[src/sv/pod_env_update.sv]
// One envelope step: jump to the sample on a rise, otherwise decay toward it.
module pod_env_update #(
    parameter int SAMPLE_BITS    = 16,
    parameter int COEF_FRAC_BITS = 24
) (
    input  logic [SAMPLE_BITS+COEF_FRAC_BITS-1:0] i_env,
    input  logic [SAMPLE_BITS+COEF_FRAC_BITS-1:0] i_xs,
    input  logic [COEF_FRAC_BITS-1:0]             i_decay,
    output logic [SAMPLE_BITS+COEF_FRAC_BITS-1:0] o_env,
    output logic                                  o_rise
);
    localparam int EB = SAMPLE_BITS + COEF_FRAC_BITS;

    logic [EB-1:0]                w_diff;
    logic [EB+COEF_FRAC_BITS-1:0] w_prod;
    logic [EB-1:0]                w_step;

    // The distance is positive whenever it is used, and it always fits EB unsigned bits.
    assign w_diff = i_env - i_xs;
    assign w_prod = (EB+COEF_FRAC_BITS)'(w_diff) * (EB+COEF_FRAC_BITS)'(i_decay);
    assign w_step = w_prod[EB+COEF_FRAC_BITS-1:COEF_FRAC_BITS];

    assign o_rise = $signed(i_xs) >= $signed(i_env);
    assign o_env  = o_rise ? i_xs : i_xs + w_step;

endmodule

[config.mk]
export PLATFORM = sky130hd
export DESIGN_NAME = pod_env_update
export DESIGN_NICKNAME = d
export VERILOG_FILES = /design/src/sv/pod_env_update.sv
export SDC_FILE = /design/constraint.sdc
export NUM_CORES = 2
export LEC_CHECK = 0
export BUFFER_PORTS_ARGS = -buffer_cell sky130_fd_sc_hd__buf_2
export CORE_UTILIZATION = 52
export DETAILED_ROUTE_END_ITERATION = 12
export PLACE_DENSITY = 0.65
export SLEW_MARGIN = 20
export SYNTH_ARGS = -nofsm -noshare
export SYNTH_HDL_FRONTEND = slang
export SYNTH_SLANG_ARGS = --single-unit
export TNS_END_PERCENT = 10
[constraint.sdc]
create_clock -name vclk -period 23.9
set_input_delay 4.78 -clock vclk [all_inputs]
set_output_delay 4.78 -clock vclk [all_outputs]
set_load 0.02 [all_outputs]
==> results.json <==
{
  "first_global_vias": 29900,
  "first_pass_iters": 6,
  "place_ws_ns": 1.71,
  "critPathMaxStageDelay_ns": 0.73,
  "io_buffer_count": 145,
  "fin_crit_sh": 0.936,
  "syn_inst": 4286,
  "layout.nets": 5503,
  "nFillCells": 6567,
  "synth-seq-area-share": 0,
  "final_common_cell": "inv_1",
  "drtIter0Drc": 1570,
  "setup_violations": 0,
  "maxCapViolCount": 0,
  "fin_area_sq_mm": 0.0377,
  "clockBufferCount": 0,
  "regArea_sq_um": 0,
  "crit_slowest_cell": "xor2_2",
  "worstSetupStartpoint": "i_env[0]",
  "synthToLayoutAreaGrowth_pct": 4.51,
  "final_cell_mix": "inv_1, fa_1, nand2_1",
  "yosysUniqueCellTypes": 72,
  "antenna_left": 0,
  "place_area_sq_mm": 0.0377,
  "rsz0062_at_grt": "false",
  "clock.fmax_ghz": 0.0447,
  "grt.overflow.total": 0,
  "ys.warnings.count": 0,
  "die_h_um": 266,
  "slew_headroom": 0.279,
  "cp.arrival_ns": 17.59,
  "route.vias.total": 27800,
  "final_max_slew_viol_count": 0,
  "cts_resized": 0,
  "hold_path_class": "input pin to output port",
  "post_synth.cell_area_avg_sq_um": 8.43,
  "whs_path_depth": 3,
  "viasPerCell": 5.36,
  "endpoint_kind": "output port",
  "worstSetupPathType": "input pin to output port",
  "die_width_um": 266,
  "syn_nets": 5534,
  "antenna_found_initial": 1,
  "worstMarginPinSlew_ns": 1.08,
  "outcome": "finished clean",
  "post_cts_buffers": 0,
  "io_pins": 145,
  "drc": 0,
  "wl_per_cell_um": 18.4,
  "grt_max_degree": 76,
  "cp-endpoint": "o_env[38]",
  "drive_gt1_frac": 0.0614,
  "cp-start-kind": "input pin",
  "yosysTopAreaCell": "fa_1",
  "dieArea_sq_mm": 0.0705,
  "tns_ns": 0,
  "grt_use_total": 0.281,
  "cp_max_fo": 12,
  "finalHoldViolations": 0,
  "cp.required_ns": 19.12,
  "netlist_area_sq_mm": 0.0361,
  "yosys.area.top_type_share": 0.463,
  "insertedDiodeCount": 0,
  "synth_area_leaders": "fa_1, ha_1, inv_1",
  "period_needed_ns": 22.37,
  "dp_hpwl_mm": 77.7,
  "place_congestion": 0.916,
  "setup_slack_ns": 1.53,
  "start_util": 0.526,
  "std_cell_rows": 96,
  "coreArea_sq_mm": 0.0687,
  "nFlopsAndLatches": 0,
  "wirelength_mm": 95.1,
  "hold_buffers": 0,
  "grt_pass1_wl_mm": 157,
  "hp-start": "i_xs[39]",
  "crit_top_cell": "fa_1"
}
[layout make-up]
cell class	instances	area, sq um	share of cell area
multi-input combinational	3051	31700	0.841
timing repair buffer	188	1050	0.0278
inverter	1014	3810	0.101
tap	931	1160	0.0309
[Yosys cell counts (5+ instances only)]
master,number
inv_1,1014
fa_1,835
nand2_1,581
and2_1,467
ha_1,309
clkbuf_1,198
a21oi_1,138
o21ai_0,88
a21o_1,83
xnor2_1,63
nor2_1,59
xor2_1,45
nand2b_1,44
nor2b_1,40
nand4_1,26
o21bai_1,26
a31oi_1,23
nand3_1,22
o21a_1,22
buf_2,20
mux2_2,18
and3_1,16
mux2i_1,16
o211ai_1,10
or3_1,10
nor3_1,9
and4_1,6
a211oi_1,5
a21oi_2,5
a221o_1,5
[cell families after synthesis]
group,after synthesis,share of synthesized area
AND/OR/NAND/NOR,1298,0.181
adder cells (fa/ha/maj),1144,0.570
multiplexers,34,0.0100
buffers and inverters,1235,0.130
AO/OA/AOI/OAI,466,0.0832
XOR/XNOR,109,0.0266
[worst max-delay path: cells and delay by family]
| kind | cells | cell delay (ns) |
|---|---|---|
| simple gates | 8 | 2.02 |
| buf+inv | 10 | 0.92 |
| xor+xnor | 3 | 0.98 |
| fa+ha+maj | 11 | 4.91 |
| compound gates | 16 | 3.97 |
[worst min path at each step]
stage / end / slack, ns
3_5_place_dp: o_env[39] / 9.88
5_1_grt: o_env[39] / 9.90
4_1_cts: o_env[39] / 9.89
6_report: o_env[39] / 9.89
3_3_place_gp: o_env[39] / 9.87
2_1_floorplan: o_env[39] / 9.70
[layer usage]
layer / global-route usage / vias to the layer above / wire length [um] / part of all wire
met5: 0 / - / 0 / 0
met4: 0.0912 / 0 / 3470 / 0.036
met3: 0.0107 / 179 / 3380 / 0.035
met2: 0.534 / 681 / 51100 / 0.54
met1: 0.341 / 14300 / 37100 / 0.39
li1: - / 12600 / - / -
[through the flow]
stage	hold WS [ns]	cells	utilization
6_report	9.89	5184	0.549
5_1_grt	9.90	5184	0.549
4_1_cts	9.89	5184	0.549
3_5_place_dp	9.88	5184	0.549
3_3_place_gp	9.87	5184	0.549
2_1_floorplan	9.70	4286	-
Power is not shown: default switching activity piles up to over one toggle a cycle in this logic, so the estimate is an artifact.
