**src/sv/pod_pkg.sv**
```systemverilog
package pod_pkg;

    // Widths of the configuration registers, fixed by the register map.
    localparam int DECAY_BITS     = 24;
    localparam int HOLD_REG_BITS  = 20;
    localparam int MIN_BITS       = 15;
    localparam int CFG_DATA_BITS  = 24;
    localparam int CFG_INDEX_BITS = 2;

    typedef enum logic [CFG_INDEX_BITS-1:0] {
        CFG_FAST_DECAY     = 2'd0,
        CFG_SLOW_DECAY     = 2'd1,
        CFG_HOLDOFF_LENGTH = 2'd2,
        CFG_MIN_LEVEL      = 2'd3
    } t_cfg_index;

    typedef struct packed {
        logic [DECAY_BITS-1:0]    fast_decay;
        logic [DECAY_BITS-1:0]    slow_decay;
        logic [HOLD_REG_BITS-1:0] holdoff_length;
        logic [MIN_BITS-1:0]      min_level;
    } t_cfg;

    localparam logic [DECAY_BITS-1:0]    RST_FAST_DECAY     = 24'd16776050;
    localparam logic [DECAY_BITS-1:0]    RST_SLOW_DECAY     = 24'd16777171;
    localparam logic [HOLD_REG_BITS-1:0] RST_HOLDOFF_LENGTH = 20'd14400;
    localparam logic [MIN_BITS-1:0]      RST_MIN_LEVEL      = 15'd7;

endpackage

```
**src/sv/pod_onset.sv**
```systemverilog
// Onset decision: rise flag, holdoff counter and the level checks.
module pod_onset #(
    parameter int SAMPLE_BITS    = 16,
    parameter int COEF_FRAC_BITS = 24,
    parameter int HOLDOFF_BITS   = 20
) (
    input  logic                                  i_clk,
    input  logic                                  i_rst_n,
    input  logic                                  i_advance,
    input  logic                                  i_fast_rise,
    input  logic [SAMPLE_BITS+COEF_FRAC_BITS-1:0] i_fast_env,
    input  logic [SAMPLE_BITS+COEF_FRAC_BITS-1:0] i_slow_env,
    input  pod_pkg::t_cfg                         i_cfg,
    output logic                                  o_emit
);
    localparam int EB = SAMPLE_BITS + COEF_FRAC_BITS;
    localparam int CW = EB + pod_pkg::MIN_BITS + 1;

    logic                                     r_rising;
    logic                                     n_rising;
    logic [HOLDOFF_BITS-1:0]                  r_holdoff;
    logic [HOLDOFF_BITS-1:0]                  n_holdoff;
    logic [HOLDOFF_BITS+pod_pkg::HOLD_REG_BITS-1:0] w_len_ext;
    logic [HOLDOFF_BITS-1:0]                  w_len;
    logic [CW-1:0]                            w_fast_wide;
    logic [CW-1:0]                            w_min_wide;
    logic                                     w_half_ok;
    logic                                     w_min_ok;

    // The holdoff length is cut or padded to the counter width.
    assign w_len_ext = {{HOLDOFF_BITS{1'b0}}, i_cfg.holdoff_length};
    assign w_len     = w_len_ext[HOLDOFF_BITS-1:0];

    // Twice the fast envelope against the slow one is the same as fast >= slow / 2.
    assign w_half_ok = $signed({i_fast_env, 1'b0}) >= $signed({i_slow_env[EB-1], i_slow_env});

    assign w_fast_wide = {{(CW-EB){i_fast_env[EB-1]}}, i_fast_env};
    assign w_min_wide  = {{(SAMPLE_BITS+1){1'b0}}, i_cfg.min_level, {COEF_FRAC_BITS{1'b0}}};
    assign w_min_ok    = $signed(w_fast_wide) > $signed(w_min_wide);

    assign o_emit = !i_fast_rise && r_rising && (r_holdoff == '0) && w_half_ok && w_min_ok;

    always_comb begin
        n_rising = i_fast_rise;
        if (o_emit) begin
            n_holdoff = (w_len == '0) ? '0 : w_len - 1'b1;
        end else if (r_holdoff != '0) begin
            n_holdoff = r_holdoff - 1'b1;
        end else begin
            n_holdoff = '0;
        end
    end

    always_ff @(posedge i_clk) begin
        if (!i_rst_n) begin
            r_rising  <= 1'b0;
            r_holdoff <= '0;
        end else if (i_advance) begin
            r_rising  <= n_rising;
            r_holdoff <= n_holdoff;
        end
    end

    a_no_emit_in_holdoff: assert property (@(posedge i_clk) disable iff (!i_rst_n)
        (r_holdoff != '0) |-> !o_emit)
        else $error("pulse emitted while the holdoff counter runs");

    a_emit_loads_holdoff: assert property (@(posedge i_clk) disable iff (!i_rst_n)
        (i_advance && o_emit && (w_len > 1)) |=> (r_holdoff != '0))
        else $error("holdoff counter not loaded after a pulse");

    a_emit_needs_rise: assert property (@(posedge i_clk) disable iff (!i_rst_n)
        (i_advance && o_emit) |=> !r_rising)
        else $error("rise flag survives a pulse");

endmodule

```
**config.mk**
```make
export PLATFORM = sky130hd
export DESIGN_NAME = pod_onset
export DESIGN_NICKNAME = d
export VERILOG_FILES = /design/src/sv/pod_pkg.sv /design/src/sv/pod_onset.sv
export SDC_FILE = /design/constraint.sdc
export NUM_CORES = 1
export LEC_CHECK = 0
export BUFFER_PORTS_ARGS = -buffer_cell sky130_fd_sc_hd__buf_2
export CAP_MARGIN = 20
export CORE_MARGIN = 3
export CORE_UTILIZATION = 40
export CTS_CLUSTER_DIAMETER = 120
export DETAILED_ROUTE_END_ITERATION = 8
export GPL_TIMING_DRIVEN = 0
export PLACE_DENSITY = 0.72
export SLEW_MARGIN = 10
export SYNTH_ARGS = -nofsm -noshare
export SYNTH_HDL_FRONTEND = slang
export SYNTH_SLANG_ARGS = --single-unit
export TNS_END_PERCENT = 20
```
**constraint.sdc**
```tcl
create_clock -name i_clk -period 6.6 [get_ports i_clk]
set_clock_uncertainty 0.15 [all_clocks]
set_input_delay 1.32 -clock i_clk [delete_from_list [all_inputs] [get_ports i_clk]]
set_output_delay 1.32 -clock i_clk [all_outputs]
set_load 0.01 [all_outputs]
```
==> summary.md, run 1 <==
| Metric | Value |
|---|---|
| Final Cycle Share | 0.722 |
| First-pass detailed-route iteration total | 4 |
| Post-synth top flop | dfxtp_1 |
| Antenna violations before repair | 0 |
| Setup-failing EPs final | 0 |
| Min Clock Period, post-route | 4.76 ns |
| Total I/O pin count | about 170 |
| Top cell type's share of synthesized area | 0.224 |
| Routed WL per cell | approximately 14 microns |
| CTS H-tree depth | 1 |
| Outcome | finished clean |
| F_max | about 0.21 GHz |
| Filler cell count | between 700 and 800 |
| Critical Path Source Type | input pin |
| PortBufs | between 100 and 150 |
| Worst path arrival time | 3.29 ns |
| Drt drc | 0 |
| Ratio of cells with drive above 1 in the final layout | 0.246 |
| Syn-to-layout area delta | 23.8% |
| Setup_tns | 0 ns |
| First-pass GRT wire length | between 15,000 and 20,000 microns |
| Crit-path cells | buf_2 -> ha_1 -> a21oi_1 -> a21boi_0 -> a311oi_1 -> o211ai_2 -> a2111oi_2 -> nor2_1 -> buf_2 |
| Syn Inst Count | 440 |
| RePlAce Congestion | 0.947 |
| Starting Density | 0.426 |
| CP Buf/Inv Count | 2 |
| Leading area contributor after synthesis | ha_1 |
| DP HPWL | ~8000 microns |
| Crit Path Max Fanout | 5 |
| Routed Antenna Nets | 0 |
| Final Hold Fails | 0 |
| Slew headroom | 0.513 |
| # rows | 31 |
| Yosys cell types | between 50 and 60 |
| Setup Fix Bufs, Post-CTS | 0 |
| Worst Setup End Kind | primary output |
| Longest Clk Path Bufs | 2 |
| Most common cell on crit path | buf_2 |
| Worst setup margin | around 1.8 ns |
| Die Span X | ~95 microns |
| Total GRT Usage | 0.206 |
| Critical path class | input pin to primary output |
| Commonest non-fill, non-tap cells in the layout | buf_2, inv_1, ha_1 |
| Mean Syn Cell Area | just over 7 sq um |
| CP max stage delay | 0.57 ns |
| Via density per instance | about 5.3 |
| EDFF count, synth | 0 |
| GRT Residual Overflow | 0 |
| Pin count of the biggest net entering global routing | 12 |
| Synth area leaders | ha_1, dfxtp_1, inv_1 |
| Number of diodes | 0 |
| CTS Buf Count | 3 |
| Sequential-to-total area share from yosys stat | 0.132 |
| CTS tree | done |
| Data required time at the worst endpoint | around 5.1 ns |
| Post-CTS sizing | 0 |
| Peak VDD IR | ~68 uV |
| Vias in the first global route | ~3,500 |
| CTS clock-pin slew for the worst setup and hold paths | ~0.070 ns |
| 1st-iter DRT viols | 100 |
| Hold-fix buffers, CTS | 0 |
| Leakage | ~2.0 nW |
| YS warnings | 0 |
| Synth Cell Area | around 3200 sq um |
| Synth async-reset ratio | 0 |
| PD cells | between 100 and 150 nW/um^2 |
| Clock tree sinks | 21 |
| Synth Net Count | between 600 and 700 |
| Commonest non-fill, non-tap cell in the layout | buf_2 |
| Fin. max-slew vios | 0 |
| Pre-CTS WS | between 1.5 and 2 ns |
| # nets final | 787 |
| Core Footprint | around 7500 sq um |
| Unrepaired setup endpoints after global routing | no |
| Largest delay share family, worst path | compound AO/OA/AOI/OAI gates |
| Worst hold path type | flip-flop to flip-flop |
| Measured slew at the worst slew-check pin | 0.724 ns |
| Die footprint | ~9000 sq um |
| Post-synthesis register bit count | 21 |
| Die height | 95.3 microns |
| Slowest stage cell on the critical path | a2111oi_2 |
| Post-Route WL | ~9000 microns |
| Max Cap Viol | 0 |
| Root Driver | clkbuf_8 |
| Worst-Skew Late Latency | around 0.26 ns |
| Vias | roughly 3,500 |
-- path summary, 6_finish.rpt --
check | startpoint | to | slack, ns | cells after the start
setup reg to reg | r_holdoff[2]$_SDFFE_PN0P_ | r_holdoff[19]$_SDFFE_PN0P_ | 3.73 | 8
hold reg to reg | r_holdoff[13]$_SDFFE_PN0P_ | r_holdoff[13]$_SDFFE_PN0P_ | 0.35 | 2
hold / removal | r_holdoff[13]$_SDFFE_PN0P_ | r_holdoff[13]$_SDFFE_PN0P_ | 0.35 | 2
setup / recovery | i_fast_env[14] | o_emit | 1.84 | 9
-- through the flow --
step | instance area, sq um | util | hold slack (ns) | power, mW | std cells
2_1_floorplan | 3190 | - | 0.280 | 0.377 | 440
3_3_place_gp | 3900 | 0.521 | 0.297 | 0.463 | 657
3_5_place_dp | 3900 | 0.521 | 0.330 | 0.474 | 657
4_1_cts | 3950 | 0.527 | 0.349 | 0.560 | 661
5_1_grt | 3950 | 0.527 | 0.367 | 0.612 | 661
6_report | 3950 | 0.527 | 0.347 | 0.559 | 661
-- flip-flops by register name, indices dropped and copies added (netlist names) --
name       cells
r_rising       1
r_holdoff     20
-- synth_stat cells (3+ instances only) --
cell type,instances
nor4_1,17
clkbuf_1,9
nor2b_1,6
or3_1,8
nand4_1,8
nand3_1,13
o21ai_0,25
o211ai_1,4
dfxtp_1,21
a21o_1,9
a21oi_1,39
xnor2_1,9
ha_1,57
nand3b_1,6
o31ai_1,7
o22ai_1,3
xor2_1,10
mux2i_1,5
nor2_1,37
inv_1,62
nor3_1,22
nand2_1,25
-- worst reg2reg max path, delay by kind of cell, from the launching register on --
family                 cells  cell delay (ns)
AO/OA/AOI/OAI              1             0.17
AND/OR/NAND/NOR            6             1.94
buffers and inverters      1             0.16
flip-flops                 1             0.37
-- logic make-up (layout without fill, tap and decap cells) --
logic type,Yosys count,count (layout),share of synthesized area
AOI/OAI and AO/OA,104,104,0.210
adders and majority gates,57,57,0.224
xor gates and xnor gates,19,19,0.0522
muxes,6,6,0.0192
buffers and inverters,74,196,0.0950
and+or+nand+nor,159,159,0.268
DFF,21,21,0.132
-- where the power goes --
group          leakage (nW)  internal (mW)  switching, mW
registers             0.173          0.147         0.0239
logic                  1.79          0.135          0.170
clock network        0.0228         0.0430         0.0404
-- final cells by class --
class                      instances  area (sq um)  share of cell area
buffer                            12          70.1              0.0178
clock buffer                       4          45.0              0.0114
inverter                          62           233              0.0590
multi-input combinational        345          2460               0.624
sequential                        21           420               0.107
tap                               99           124              0.0314
timing repair buffer             118           591               0.150
-- metal layers --
metal	share of wire	vias up	wire length (microns)	global-route usage
met1	0.43	1589	3920	0.247
met5	0	-	0	0
li1	-	1823	-	-
met2	0.50	104	4590	0.384
met4	0.020	0	185	0.0565
met3	0.054	19	493	0.0237
No activity file was read; power rests on OpenSTA's default activity.
==> run 2: changes to the inputs <==
--- a/config.mk
+++ b/config.mk
@@ -5,6 +5,7 @@
 export SDC_FILE = /design/constraint.sdc
 export NUM_CORES = 1
 export LEC_CHECK = 0
+export ABC_AREA = 1
 export BUFFER_PORTS_ARGS = -buffer_cell sky130_fd_sc_hd__buf_2
 export CAP_MARGIN = 20
 export CORE_MARGIN = 3
@@ -12,7 +13,7 @@
 export CTS_CLUSTER_DIAMETER = 120
 export DETAILED_ROUTE_END_ITERATION = 8
 export GPL_TIMING_DRIVEN = 0
-export PLACE_DENSITY = 0.72
+export PLACE_DENSITY = 0.73
 export SLEW_MARGIN = 10
 export SYNTH_ARGS = -nofsm -noshare
 export SYNTH_HDL_FRONTEND = slang
==> constraint.sdc (replaced) <==
create_clock -name i_clk -period 4.1 [get_ports i_clk]
set_clock_uncertainty 0.15 [all_clocks]
set_input_delay 0.82 -clock i_clk [delete_from_list [all_inputs] [get_ports i_clk]]
set_output_delay 0.82 -clock i_clk [all_outputs]
set_load 0.01 [all_outputs]
==> run 2 against run 1 <==
Net effect:
- clock power increased by 73%
- flip-flop and latch count unchanged
- worst hold slack got worse by 0.024 ns
- sequential power increased by 110%
- final cell count increased by 31%
- critical path depth increased by 5
- power increased to 3.2 times the previous value
- sequential share of layout area decreased by 1.2 points
- synthesized cell count increased by 44%
==> summary.md, run 2 <==
| Metric | Value |
|---|---|
| Post-synthesis register bit count | 21 (unchanged) |
| Post-synth top flop | dfxtp_1 (unchanged) |
| Reg2Reg Depth | 14 (was 8) |
| F_max | 0.261 GHz |
| Final Cell Area | 4460 sq um (was 3950 sq um) |
| Core Footprint | 8810 sq um (was 7490 sq um) |
| Ratio of cells with drive above 1 in the final layout | 0.205 (was 0.246) |
| Filler cell count | 907 (was 731) |
| Slew headroom | 0.639 (was 0.513) |
| Drt drc | 0 (unchanged) |
| WHS Path Cells | 2 (unchanged) |
| Peak VDD IR | 232 uV (was 68.0 uV) |
| # nets final | 980 (was 787) |
| Max FFs per register | 20 (unchanged) |
| Placed Area | 4410 sq um (was 3900 sq um) |
| Total GRT Usage | 0.195 (was 0.206) |
| Number of diodes | 0 (unchanged) |
| Hold-fix buffers, CTS | 0 (unchanged) |
| Vias in the first global route | 3,980 (was 3,545) |
| Commonest non-fill, non-tap cell in the layout | nand2_1 (was buf_2) |
| Mean Syn Cell Area | 5.82 sq um (was 7.24 sq um) |
| Longest Clk Path Bufs | 2 (unchanged) |
| Synth area leaders | ha_1, nand2_1, dfxtp_1 (was ha_1, dfxtp_1, inv_1) |
| Worst hold path type | flip-flop to flip-flop (unchanged) |
| Setup_tns | 0 ns (unchanged) |
| Synth Cell Area | 3680 sq um (was 3190 sq um) |
| # rows | 34 (was 31) |
| PD cells | 396 nW/um^2 (was 142 nW/um^2) |
| Commonest cells post-synth | nand2_1, inv_1, nand3_1, nor2_1, ha_1 (was inv_1, ha_1, a21oi_1, nor2_1) |
| Die height | 102 microns (was 95.3 microns) |
| Die Span X | 102 microns (was 95.3 microns) |
| EDFF count, synth | 0 (unchanged) |
| Antenna violations before repair | 0 (unchanged) |
| Setup Fix Bufs, Post-CTS | 0 (unchanged) |
| Most flop-heavy register | r_holdoff (unchanged) |
| DP HPWL | 8720 microns (was 8020 microns) |
| Starting Density | 0.418 (was 0.426) |
| Clock tree sinks | 21 (unchanged) |
| Crit Path Max Fanout | 10 (was 5) |
| Top flop regs | r_holdoff: 20 flops, r_rising: 1 flops (unchanged) |
| Worst Setup End Kind | primary output (unchanged) |
| Critical path class | input pin to primary output (unchanged) |
| GRT Residual Overflow | 0 (unchanged) |
| Top cell type's share of synthesized area | 0.194 (was 0.224) |
| Vias | 4,258 (was 3,535) |
| Routed Antenna Nets | 0 (unchanged) |
| Via density per instance | 4.93 (was 5.35) |
| Critical Path Source Type | input pin (unchanged) |
| Pre-CTS WS | 0.276 ns (was 1.81 ns) |
| Worst-Skew Late Latency | 0.27 ns (was 0.26 ns) |
| Post-Route WL | 10,000 microns (was 9180 microns) |
| Setup-failing EPs final | 0 (unchanged) |
| Fin. max-slew vios | 0 (unchanged) |
| Die footprint | 10,400 sq um (was 9070 sq um) |
| Data required time at the worst endpoint | 3.13 ns (was 5.13 ns) |
| Outcome | finished clean (unchanged) |
| Leading area contributor after synthesis | ha_1 (unchanged) |
| Sequential-to-total area share from yosys stat | 0.114 (was 0.132) |
| Worst path arrival time | 2.86 ns (was 3.29 ns) |
| Yosys cell types | 37 (was 54) |
| Final Cycle Share | 0.934 |
| Unrepaired setup endpoints after global routing | no (unchanged) |
| Measured slew at the worst slew-check pin | 0.541 ns (was 0.724 ns) |
| CTS tree | done (unchanged) |
| Post-CTS sizing | 0 (unchanged) |
| RePlAce Congestion | 0.907 (was 0.947) |
| YS warnings | 0 (unchanged) |
| CTS H-tree depth | 1 (unchanged) |
| Syn-to-layout area delta | 21.1% (was 23.8%) |
| Syn Inst Count | 632 (was 440) |
| Final Hold Fails | 0 (unchanged) |
| Root Driver | clkbuf_8 (unchanged) |
| Worst setup margin | 0.270 ns (was 1.84 ns) |
| PortBufs | 119 (was 118) |
| Commonest non-fill, non-tap cells in the layout | nand2_1, buf_2, inv_1 (was buf_2, inv_1, ha_1) |
| First-pass detailed-route iteration total | 4 (unchanged) |
| Pin count of the biggest net entering global routing | 13 (was 12) |
| Count leader, synth | nand2_1 (was inv_1) |
| First-pass GRT wire length | 16,800 microns (was 15,300 microns) |
| Total I/O pin count | 168 (unchanged) |
| Routed WL per cell | 11.6 microns (was 13.9 microns) |
| Max Cap Viol | 0 (unchanged) |
| Leakage | 2.58 nW (was 1.99 nW) |
| CTS clock-pin slew for the worst setup and hold paths | 0.09 ns (was 0.07 ns) |
| Synth async-reset ratio | 0 (unchanged) |
| CTS Buf Count | 3 (unchanged) |
| Min Clock Period, post-route | between 3 and 4 ns |
| Synth Net Count | 856 (was 664) |
| 1st-iter DRT viols | 202 (was 100) |
## run 2: changes by cell type in the layout (fill, tap and decap cells not counted), moves of 8 or more
| cell | previous run | this run |
|---|---|---|
| inv_1 | 62 | 104 |
| nand2_1 | 25 | 164 |
| nand3_1 | 13 | 71 |
| nor2_1 | 37 | 70 |
| nor3_1 | 22 | 7 |
| nor4_1 | 17 | 2 |
| o21ai_0 | 25 | 9 |
| or3_1 | 8 | 0 |
## run 2: path summary, 6_finish.rpt
kind | from | end | slack, ns
setup / recovery | i_slow_env[39] | o_emit | 0.27
hold / removal | r_holdoff[1]$_SDFFE_PN0P_ | r_holdoff[1]$_SDFFE_PN0P_ | 0.32
setup reg to reg | r_holdoff[0]$_SDFFE_PN0P_ | r_holdoff[7]$_SDFFE_PN0P_ | 1.63
hold reg to reg | r_holdoff[1]$_SDFFE_PN0P_ | r_holdoff[1]$_SDFFE_PN0P_ | 0.32
## run 2: worst max-delay path, cell delays in order
cell and delay, ns:
buf_2 0.08, inv_1 0.05, ha_1 0.34, nand2_1 0.08, nor2_1 0.16, nand4_1 0.17
nor2_1 0.14, nand2_1 0.07, nand3_1 0.08, nand2_1 0.05, nand2_1 0.15, clkbuf_1 0.32
and3_1 0.21, buf_2 0.13
## run 2: report_power, final
part / switching, mW / leakage, nW / internal, mW / total, mW
registers: 0.0790 / 0.172 / 0.275 / 0.354
logic: 0.750 / 2.39 / 0.518 / 1.27
clock network: 0.0765 / 0.0255 / 0.0679 / 0.144
## run 2: layer usage
metal	track usage	share of wire
met5	0	0
met4	0.0323	0.0078
met3	0.0253	0.059
met2	0.360	0.50
met1	0.246	0.44
## run 2: kinds of logic (layout without fill, tap and decap cells)
kind of cell,count (synthesis),count (layout),share of synthesized area
AND/OR/NAND/NOR,351,351,0.428
adder cells (fa/ha/maj),57,57,0.194
XOR/XNOR,16,16,0.0381
buffers and inverters,123,246,0.131
flip-flops,21,21,0.114
AO/OA/AOI/OAI,64,64,0.0952
## run 2: final cells by class
| type | count | area, sq um | area share |
|---|---|---|---|
| buffer | 14 | 72.6 | 0.0163 |
| clock buffer | 3 | 41.3 | 0.00927 |
| clock inverter | 1 | 5.00 | 0.00112 |
| inverter | 109 | 409 | 0.0918 |
| multi-input combinational | 488 | 2780 | 0.623 |
| sequential | 21 | 420 | 0.0944 |
| tap | 108 | 135 | 0.0303 |
| timing repair buffer | 119 | 596 | 0.134 |
## run 2: metrics by stage
stage / instances / hold WS (ns) / power, mW / utilization
5_1_grt: 863 / 0.347 / 1.98 / 0.506
6_report: 863 / 0.323 / 1.77 / 0.506
3_5_place_dp: 859 / 0.308 / 1.61 / 0.501
3_3_place_gp: 859 / 0.303 / 1.57 / 0.501
4_1_cts: 863 / 0.320 / 1.76 / 0.506
2_1_floorplan: 632 / 0.293 / 1.33 / -
